[src/sv/spm_pkg.sv]
package spm_pkg;

  localparam int MAX_TERMS   = 32;
  localparam int COEF_W      = 32;
  localparam int DEG_W       = 6;
  localparam int TERM_W      = (MAX_TERMS > 1) ? $clog2(MAX_TERMS) : 1;
  localparam int FIFO_AW     = $clog2(2 * MAX_TERMS);
  localparam int FIFO_DEPTH  = 1 << FIFO_AW;
  localparam int LVL_W       = FIFO_AW + 1;
  localparam int IN_TDATA_W  = 2 * COEF_W;
  localparam int OUT_TDATA_W = ((COEF_W + DEG_W + 7) / 8) * 8;
  localparam int PAD_W       = OUT_TDATA_W - COEF_W - DEG_W;

  // Coefficient pair and its degree, broadcast to every cell of the row.
  typedef struct packed {
    logic              valid;
    logic [COEF_W-1:0] coef_a;
    logic [COEF_W-1:0] coef_b;
    logic [TERM_W-1:0] term;
  } spm_bcast_t;

  // Per-cycle control of the running-sum chain.
  typedef struct packed {
    logic add;
    logic shift;
  } spm_step_t;

  typedef struct packed {
    logic [COEF_W-1:0] coef;
    logic [DEG_W-1:0]  degree;
    logic              last;
  } spm_result_t;

endpackage

[src/sv/spm_cell.sv]
module spm_cell (
  input  logic                       clk,
  input  logic                       rst,
  input  logic [spm_pkg::TERM_W-1:0] cell_idx,
  input  spm_pkg::spm_bcast_t        bcast,
  input  spm_pkg::spm_step_t         step,
  input  logic [spm_pkg::COEF_W-1:0] sum_in,
  output logic [spm_pkg::COEF_W-1:0] sum_out
);
  import spm_pkg::*;

  logic [COEF_W-1:0] held_a;
  logic [COEF_W-1:0] held_b;
  logic [COEF_W-1:0] prod_a;
  logic [COEF_W-1:0] prod_b;
  logic [COEF_W-1:0] sum;

  // The cell whose index equals the incoming degree keeps the pair and forms
  // the square term; lower cells form both cross products with their pair.
  always_ff @(posedge clk) begin
    if (bcast.valid) begin
      if (bcast.term == cell_idx) begin
        held_a <= bcast.coef_a;
        held_b <= bcast.coef_b;
        prod_a <= bcast.coef_a * bcast.coef_b;
        prod_b <= '0;
      end else if (cell_idx < bcast.term) begin
        prod_a <= bcast.coef_a * held_b;
        prod_b <= bcast.coef_b * held_a;
      end else begin
        prod_a <= '0;
        prod_b <= '0;
      end
    end
  end

  assign sum_out = step.add ? (sum + prod_a + prod_b) : sum;

  always_ff @(posedge clk) begin
    if (rst) begin
      sum <= '0;
    end else if (step.shift) begin
      sum <= sum_in;
    end
  end

endmodule

[config.mk]
export PLATFORM = sky130hd
export DESIGN_NAME = spm_cell
export DESIGN_NICKNAME = d
export VERILOG_FILES = /design/src/sv/spm_pkg.sv /design/src/sv/spm_cell.sv
export SDC_FILE = /design/constraint.sdc
export NUM_CORES = 2
export LEC_CHECK = 0
export BUFFER_PORTS_ARGS = -buffer_cell sky130_fd_sc_hd__buf_2
export CAP_MARGIN = 15
export CORE_MARGIN = 10
export CORE_UTILIZATION = 45
export DETAILED_ROUTE_END_ITERATION = 16
export PLACE_DENSITY = 0.58
export SYNTH_ARGS = -nofsm -noshare
export SYNTH_HDL_FRONTEND = slang
export SYNTH_SLANG_ARGS = --single-unit
export TNS_END_PERCENT = 1
[constraint.sdc]
create_clock -name clk -period 12.2 [get_ports clk]
set_input_delay 0.61 -clock clk [delete_from_list [all_inputs] [get_ports clk]]
set_output_delay 0.61 -clock clk [all_outputs]
set_load 0.01 [all_outputs]
==> impl_metrics.csv <==
group,metric,value,unit
status,status,"complete, no violations",
route,drc_errors,0,
setup_path,crit_top_cell,"fa_1",
setup_path,r2r-start,"held_a[10]$_DFFE_PP_",
synth,synth.area.top_cells,"fa_1, and2_1, ha_1, inv_1, edfxtp_1",
clocking,cts_buffers,17,
clocking,clk_latency,540,ps
synth,synth-edff-count,128,
route,num_vias,38969,
global_route,grt_pass1_wl,252000,um
die,dieArea,137000,um^2
synth,synthArstFlopShare,0,
setup_path,critical_path_cell_count,26,
cells_and_area,multi_input_area,44800,um^2
clocking,clockBufferDepth,2,
route,drtIter0Drc,2317,
sta,rsz0062_at_grt,"no",
route,wirelength,156000,um
cells_and_area,area_growth,4.96,%
setup_path,crit_slowest_cell,"o311ai_1",
clocking,post_cts_buffers,0,
global_route,grt_max_degree,65,
cells_and_area,fin_nets,7571,
setup_path,worstSetupPathType,"primary input to flop",
synth,synthesis.nets,7657,
synth,netlist_instances,5886,
synth,yosysMostFrequentCell,"fa_1",
clocking,htreeDepth,4,
synth,synth_top_area_frac,0.456,
die,rows,128,
die,fp.dieH,370,um
synth,synth_ff_type,"edfxtp_1",
sta,maxSlewViolCount,0,
sta,fin_crit,7920,ps
sta,post-route-period-util,0.649,
setup_path,slowest_delay,560,ps
worst_hold_path,hold_class,"primary input to flop",
global_route,grt_overflow,0,
setup_path,path_delay_family,"adder cells",
setup_path,cp.required,12450,ps
cells_and_area,fillers,11739,
synth,synth_commonest_cells,"fa_1, inv_1, and2_1, nand2_1, ha_1",
synth,synthMuxAreaShare,0.0111,
clocking,cts_tree,"built",
placed_design,routabilityCongestion,0.874,
synth,synth_seq_cells,160,
sta,worstMarginPinSlew,1180,ps
clocking,cts_resized,0,
synth,synth_area_per_cell,9.36,um^2
global_route,antenna_found_initial,9,
setup_path,worst_setup_path_start_kind,"primary input",
setup_path,cp-startpoint,"bcast[12]",
synth,synth_compound_area_frac,0.0425,
synth,synth_top_family_by_area,"adder cells",
die,coreArea,122000,um^2
global_route,grtUsageTotal,0.237,
clocking,clock-root-buffer,"clkbuf_16",
synth,synth_cell_types,75,
clocking,cts.sinks,160,
sta,worst_slack,4280,ps
synth,seq_area_frac_synth,0.0814,
sta,finalSetupViolations,0,
placed_design,io_buffers,142,
sta,setup_tns,0,ps
sta,slew_headroom,0.213,
route,dr.pass1.iters,5,
route,avgRoutedWirePerCell,20.9,um
global_route,grt_pass1_vias,43007,
run,cap_violations,0,
cells_and_area,drive_gt1_frac,0.0514,
setup_path,timing.rr.end,"prod_b[31]$_SDFFCE_PP0P_",
sta,skew,29.9,ps
clocking,clk_pin_slew,80,ps
die,start_util,0.453,
setup_path,critPathCaptureType,"flop",
route,ant_nets,0,
setup_path,reg2reg_depth,24,
synth,yosys.area_share.simple,0.166,
sta,hold_viol,0,
placed_design,pre_cts_ws,3770,ps
route,viasPerCell,5.24,
die,fp.dieW,370,um
setup_path,crit_arrival,8170,ps
sta,hold_ws,319,ps
cells_and_area,utilization,0.475,
synth,ys_warn_count,0,
die,io-pin-count,143,
synth,syn_area,55100,um^2
cells_and_area,regArea,4480,um^2
setup_path,crit_end,"prod_b[31]$_SDFFCE_PP0P_",
sta,fmax,126,MHz
setup_path,path_buf_inv,7,
setup_path,reg2reg_slack,4300,ps
synth,synthXorXnorAreaFrac,0.0443,
clocking,cts_hold_buffers,0,
setup_path,crit_fanout,29,
placed_design,post-dp-hpwl,122000,um
worst_hold_path,whs_path_depth,3,
synth,synth_top_cell_by_area,"fa_1",
synth,synthAdderAreaFrac,0.548,
## worst min path at each step
stage	endpoint	slack [ps]	start
floorplan	sum[31]$_SDFFE_PP0P_	480	sum[31]$_SDFFE_PP0P_
global placement	sum[31]$_SDFFE_PP0P_	500	sum[31]$_SDFFE_PP0P_
detailed placement	sum[31]$_SDFFE_PP0P_	520	sum[31]$_SDFFE_PP0P_
CTS	sum[16]$_SDFFE_PP0P_	280	sum_in[16]
global route	sum[12]$_SDFFE_PP0P_	310	sum_in[12]
finish	sum[2]$_SDFFE_PP0P_	320	sum_in[2]
## cells by family after synthesis
family / after synthesis
multiplexers: 58
AND/OR/NAND/NOR: 1829
XOR/XNOR: 279
adder cells (fa/ha/maj): 1660
buffers and inverters: 1560
AO/OA/AOI/OAI: 340
flip-flops: 160
## placed cells by master, fill, tap and decap left out, types with 8 or more instances in the layout
cell type	instances
a211oi_1	9
a21o_1	51
a21oi_1	91
a31oi_1	8
and2_1	839
and3_1	9
buf_2	142
buf_4	69
clkbuf_16	17
dfxtp_1	32
edfxtp_1	128
fa_1	1256
ha_1	404
inv_1	1243
mux2_2	25
mux2i_1	33
nand2_1	799
nand2b_1	17
nand3_1	15
nor2_1	104
nor2b_1	8
nor3_1	13
o211ai_1	10
o21a_1	16
o21ai_0	48
o21bai_1	14
o22ai_1	19
xnor2_1	207
xor2_1	72
## final cells by class
class / count / share of cell area
inverter: 1243 / 0.0807
clock buffer: 17 / 0.00736
sequential: 160 / 0.0775
multi-input combinational: 4166 / 0.774
tap: 1625 / 0.0352
antenna: 2 / 0.0000865
clock inverter: 15 / 0.00329
timing repair buffer: 212 / 0.0217
## tightest hold or removal path: stages
cell and delay (ps):
buf_2 80, mux2i_1 50, nor2_1 70
## per-stage QoR
stage | cell area (um^2) | std cells
after floorplan | 55100 | 5886
after global placement | 57200 | 7405
after detailed placement | 57200 | 7405
after CTS | 57800 | 7437
after global routing | 57800 | 7439
final | 57800 | 7440
## layer usage
metal / global-route usage / up-vias / part of all wire
met4: 0.0649 / 0 / 0.030
met1: 0.316 / 20404 / 0.43
met3: 0.0324 / 251 / 0.056
met2: 0.403 / 1175 / 0.49
li1: - / 17139 / -
met5: 0 / - / 0
## flip-flops by register name, indices dropped and copies added (netlist names)
name	flops
prod_a	32
prod_b	32
sum	32
held_b	32
held_a	32
Power is left out: the tool's default activity adds up to more than one toggle a clock period on the data nets, which glitch-free logic cannot reach.
