==> src/sv/spm_pkg.sv <==
package spm_pkg;

  localparam int MAX_TERMS   = 32;
  localparam int COEF_W      = 32;
  localparam int DEG_W       = 6;
  localparam int TERM_W      = (MAX_TERMS > 1) ? $clog2(MAX_TERMS) : 1;
  localparam int FIFO_AW     = $clog2(2 * MAX_TERMS);
  localparam int FIFO_DEPTH  = 1 << FIFO_AW;
  localparam int LVL_W       = FIFO_AW + 1;
  localparam int IN_TDATA_W  = 2 * COEF_W;
  localparam int OUT_TDATA_W = ((COEF_W + DEG_W + 7) / 8) * 8;
  localparam int PAD_W       = OUT_TDATA_W - COEF_W - DEG_W;

  // Coefficient pair and its degree, broadcast to every cell of the row.
  typedef struct packed {
    logic              valid;
    logic [COEF_W-1:0] coef_a;
    logic [COEF_W-1:0] coef_b;
    logic [TERM_W-1:0] term;
  } spm_bcast_t;

  // Per-cycle control of the running-sum chain.
  typedef struct packed {
    logic add;
    logic shift;
  } spm_step_t;

  typedef struct packed {
    logic [COEF_W-1:0] coef;
    logic [DEG_W-1:0]  degree;
    logic              last;
  } spm_result_t;

endpackage

==> src/sv/spm_fifo.sv <==
module spm_fifo (
  input  logic                      clk,
  input  logic                      rst,
  input  logic                      wr_en,
  input  spm_pkg::spm_result_t      wr_data,
  input  logic                      release_inc,
  output logic [spm_pkg::LVL_W-1:0] level,
  output logic                      out_valid,
  input  logic                      out_ready,
  output spm_pkg::spm_result_t      out_data
);
  import spm_pkg::*;

  spm_result_t        mem [FIFO_DEPTH];
  logic [FIFO_AW-1:0] wr_ptr;
  logic [FIFO_AW-1:0] rd_ptr;
  logic [LVL_W-1:0]   open_cnt;
  logic [LVL_W-1:0]   open_eff;
  logic               rd_en;
  logic               last_taken;

  // A product counts as released once its final input pair is in; the one whose
  // last entry already sits in the output register no longer counts.
  assign last_taken = out_valid && out_ready && out_data.last;
  assign open_eff   = open_cnt - LVL_W'(out_valid && out_data.last);
  assign rd_en      = (level != '0) && (open_eff != '0) && (!out_valid || out_ready);

  always_ff @(posedge clk) begin
    if (wr_en) begin
      mem[wr_ptr] <= wr_data;
    end
  end

  always_ff @(posedge clk) begin
    if (rd_en) begin
      out_data <= mem[rd_ptr];
    end
  end

  always_ff @(posedge clk) begin
    if (rst) begin
      wr_ptr    <= '0;
      rd_ptr    <= '0;
      level     <= '0;
      open_cnt  <= '0;
      out_valid <= 1'b0;
    end else begin
      wr_ptr   <= wr_ptr + FIFO_AW'(wr_en);
      rd_ptr   <= rd_ptr + FIFO_AW'(rd_en);
      level    <= level + LVL_W'(wr_en) - LVL_W'(rd_en);
      open_cnt <= open_cnt + LVL_W'(release_inc) - LVL_W'(last_taken);
      if (rd_en) begin
        out_valid <= 1'b1;
      end else if (out_ready) begin
        out_valid <= 1'b0;
      end
    end
  end

endmodule

==> config.mk <==
export PLATFORM = sky130hd
export DESIGN_NAME = spm_fifo
export DESIGN_NICKNAME = d
export VERILOG_FILES = /design/src/sv/spm_pkg.sv /design/src/sv/spm_fifo.sv
export SDC_FILE = /design/constraint.sdc
export NUM_CORES = 2
export LEC_CHECK = 0
export BUFFER_PORTS_ARGS = -buffer_cell sky130_fd_sc_hd__buf_2
export CORE_MARGIN = 10
export CORE_UTILIZATION = 57
export DETAILED_ROUTE_END_ITERATION = 12
export PLACE_DENSITY = 0.79
export SLEW_MARGIN = 20
export SYNTH_ARGS = -nofsm -noshare
export SYNTH_HDL_FRONTEND = slang
export SYNTH_SLANG_ARGS = --single-unit
==> constraint.sdc <==
create_clock -name clk -period 5 [get_ports clk]
set_clock_uncertainty 0.1 [all_clocks]
set_input_delay 0.25 -clock clk [delete_from_list [all_inputs] [get_ports clk]]
set_output_delay 0.25 -clock clk [all_outputs]
set_load 0.02 [all_outputs]
==> impl_results.md <==
- Vias in the first global route: 51819
- Synth Flop Type: edfxtp_1
- Post-synth design cell area: 98970 um2
- Period utilization: 0.8257
- Final Hold Viols: 0
- Root Buffer: clkbuf_16
- Residual DRC: 0
- Data arrival, critical path: 4.80 ns
- Max-slew violations: 0
- Min Clock Period, post-route: 4.128 ns
- GRT overflow: 0
- Final Non-Filler Cells: 7607
- Final layout net count: 5167
- Routed WL: 267400 um
- DP HPWL: 144900 um
- CP endpoint kind: flip-flop
- Total track usage: 0.2757
- Post-CTS Setup Inserts: 0
- Setup_tns: 0 ns
- Largest cells by area after synthesis: edfxtp_1 (77%), mux4_2 (9.0%), mux2i_1 (4.7%)
- Ports: 91
- Count leader, synth: edfxtp_1
- Die area: 190700 um2
- Leakage: 34.64 nW
- Cell Count Post-Placement: 7121
- Synth cell types: 57
- DR vias/cell: 6.849
- Worst-Skew Late Latency: 0.88 ns
- Gpl congestion: 0.8334
- Unrepaired setup endpoints after global routing: false
- Seq/Total Area, Yosys: 0.7746
- Placement Cell Area: 103100 um2
- Initial drt markers: 7829
- CTS buffer count: 233
- Worst Path Required: 5.67 ns
- Layout cell share with drive strength beyond 1: 0.2131
- Reg-to-reg critical path endpoint: level[6]$_SDFF_PP0_
- Setup crit start kind: flip-flop
- Syn Nets: 4904
- First-pass GRT wire length: 379400 um
- Pwr Density: 478.9 nW/um2
- Status: complete, no violations
- Share of synthesized registers carrying an async set or reset: 0
- Row count: 152
- Crit path to: level[6]$_SDFF_PP0_
- Area leader, netlist: edfxtp_1
- Initial core utilization: 0.5750
- Worst R2R Setup Slack: 0.87 ns
- Relative slew slack: 0.2027
- Top cells by count, synth: edfxtp_1 (2535), mux2i_1 (466), mux4_2 (397)
- Final core occ: 0.6472
- Peak VDD IR: 0.5288 mV
- Post-synth top area share: 0.7691
- Htree depth: 4
- R2r startpoint: out_data[0]$_DFFE_PP_
- Overall die width: 436.7 um
- Worst hold slack: 0.05490 ns
- Core area: 172100 um2
- Total vias in the final route: 52104
- Hold Crit Class: input pin to flip-flop
- CP Max Fanout: 6
- Critical Path Source: out_data[0]$_DFFE_PP_
- CTS clk-pin slew, worst paths: 0.07 ns
- Largest net degree at the start of global routing: 81
- Max clock buf depth: 3
- Post-synth EDFFs: 2535
- Area grow syn2layout: 12.55%
- # fillers: 10663
- Mapped Cells: 4831
- Finish-stage setup viols: 0
- Initial antenna violation count: 13
- Reg2Reg Depth: 16
- Routed Antenna Nets: 0
- Peak Freq: 242.2 MHz
- Clock sinks: 2562
- Syn Area/Cell: 20.49 um2
- Wire per inst: 35.15 um
- Port bufs: 90
- Area occupied by multi-input gates: 21090 um2
- Syn. warnings: 0
- Seq. cell area: 76680 um2
- Worst Max-Slew Pin Slew: 1.193 ns
- Final Cell Area: 111400 um2
- Register bit count reported by yosys: 2562
- Die H: 436.7 um
- CTS tree: yes
- Detailed-router iteration count before antenna repair: 8
- Worst setup path class: flip-flop to flip-flop
- Max Cap Viol: 0
worst min-delay path by stage:
stage | startpoint | end | slack (ns) | depth (start not counted)
after floorplan | wr_data[0] | mem[0][0]$_DFFE_PP_ | 0.25 | 0
after global placement | out_valid$_SDFFE_PP0P_ | out_valid$_SDFFE_PP0P_ | 0.43 | 2
after detailed placement | out_valid$_SDFFE_PP0P_ | out_valid$_SDFFE_PP0P_ | 0.43 | 2
after CTS | wr_data[3] | mem[17][3]$_DFFE_PP_ | 0.005 | 1
after global routing | wr_data[16] | mem[12][16]$_DFFE_PP_ | 0.09 | 1
final | wr_data[16] | mem[10][16]$_DFFE_PP_ | 0.05 | 1
what timing repair did:
action                                 4_1_cts  5_1_grt
gates resized for setup                      0        0
hold buffers                                12       32
endpoints found under the hold margin      334     2048
cell families after synthesis:
kind of cell	after synthesis	share of synthesized area
buffers and inverters	303	0.01772
adder cells (fa/ha/maj)	29	0.003818
XOR/XNOR	17	0.001504
AND/OR/NAND/NOR	412	0.01761
flip-flops	2562	0.7746
multiplexers	909	0.1427
AO/OA/AOI/OAI	599	0.04206
through the flow:
stage          total power, mW  setup slack [ns]
2_1_floorplan            32.56            0.6109
3_3_place_gp             35.42            0.8613
3_5_place_dp             35.62            0.8883
4_1_cts                  53.33            0.8521
5_1_grt                  54.82            0.6422
6_report                 53.35            0.8716
per-layer routing:
layer | up-vias | part of all wire | global-route usage
li1 | 20497 | - | -
met1 | 26616 | 0.34 | 0.3645
met2 | 4200 | 0.47 | 0.4281
met3 | 779 | 0.14 | 0.07349
met4 | 12 | 0.055 | 0.1342
met5 | - | 0.00031 | 0
critical path, stage by stage, from the launching register on:
cell and delay (ns):
edfxtp_1 0.40, and2_1 0.18, ha_1 0.25, nor3_1 0.21, a31oi_1 0.07, or4b_2 0.67, o22ai_1 0.32, nor2b_4 0.07
ha_1 0.28, inv_1 0.04, ha_1 0.20, fa_1 0.44, a21oi_1 0.17, o21bai_1 0.11, a21oi_1 0.16, o21bai_1 0.09
mux2_2 0.27
report_power, final:
group          total (mW)  internal (mW)  switching, mW
sequential           24.4           24.0          0.399
combinational        11.0           4.60           6.38
clock                17.9           10.2           7.78
total                53.3           38.8           14.6
layout by cell type (no fill, tap or decap), drive strengths merged, types with 44 or more instances in the layout:
cell type / Yosys / layout
edfxtp: 2535 / 2535
a221oi: 46 / 46
nor2: 140 / 140
clkinv: 0 / 113
a22oi: 67 / 67
a21oi: 130 / 130
nand2: 192 / 192
a211oi: 58 / 58
dlygate4sd3: 0 / 44
mux2i: 466 / 466
o21ai: 83 / 83
o22ai: 54 / 54
clkbuf: 110 / 281
mux2: 46 / 46
mux4: 397 / 397
buf: 172 / 266
sequential cells by signal, summed over array words and instances, names as in the netlist:
| signal | flops |
|---|---|
| mem | 2496 |
| out_data | 39 |
| level | 7 |
| open_cnt | 7 |
| rd_ptr | 6 |
| wr_ptr | 6 |
| out_valid | 1 |
layout make-up:
| type | instances | area share |
|---|---|---|
| sequential | 2562 | 0.6884 |
| multi-input combinational | 1966 | 0.1893 |
| clock buffer | 281 | 0.05472 |
| timing repair buffer | 310 | 0.02669 |
| tap | 2310 | 0.02595 |
| clock inverter | 153 | 0.01407 |
| inverter | 21 | 0.0007301 |
| antenna | 4 | 0.00008986 |
(Power assumes the default switching activity.)
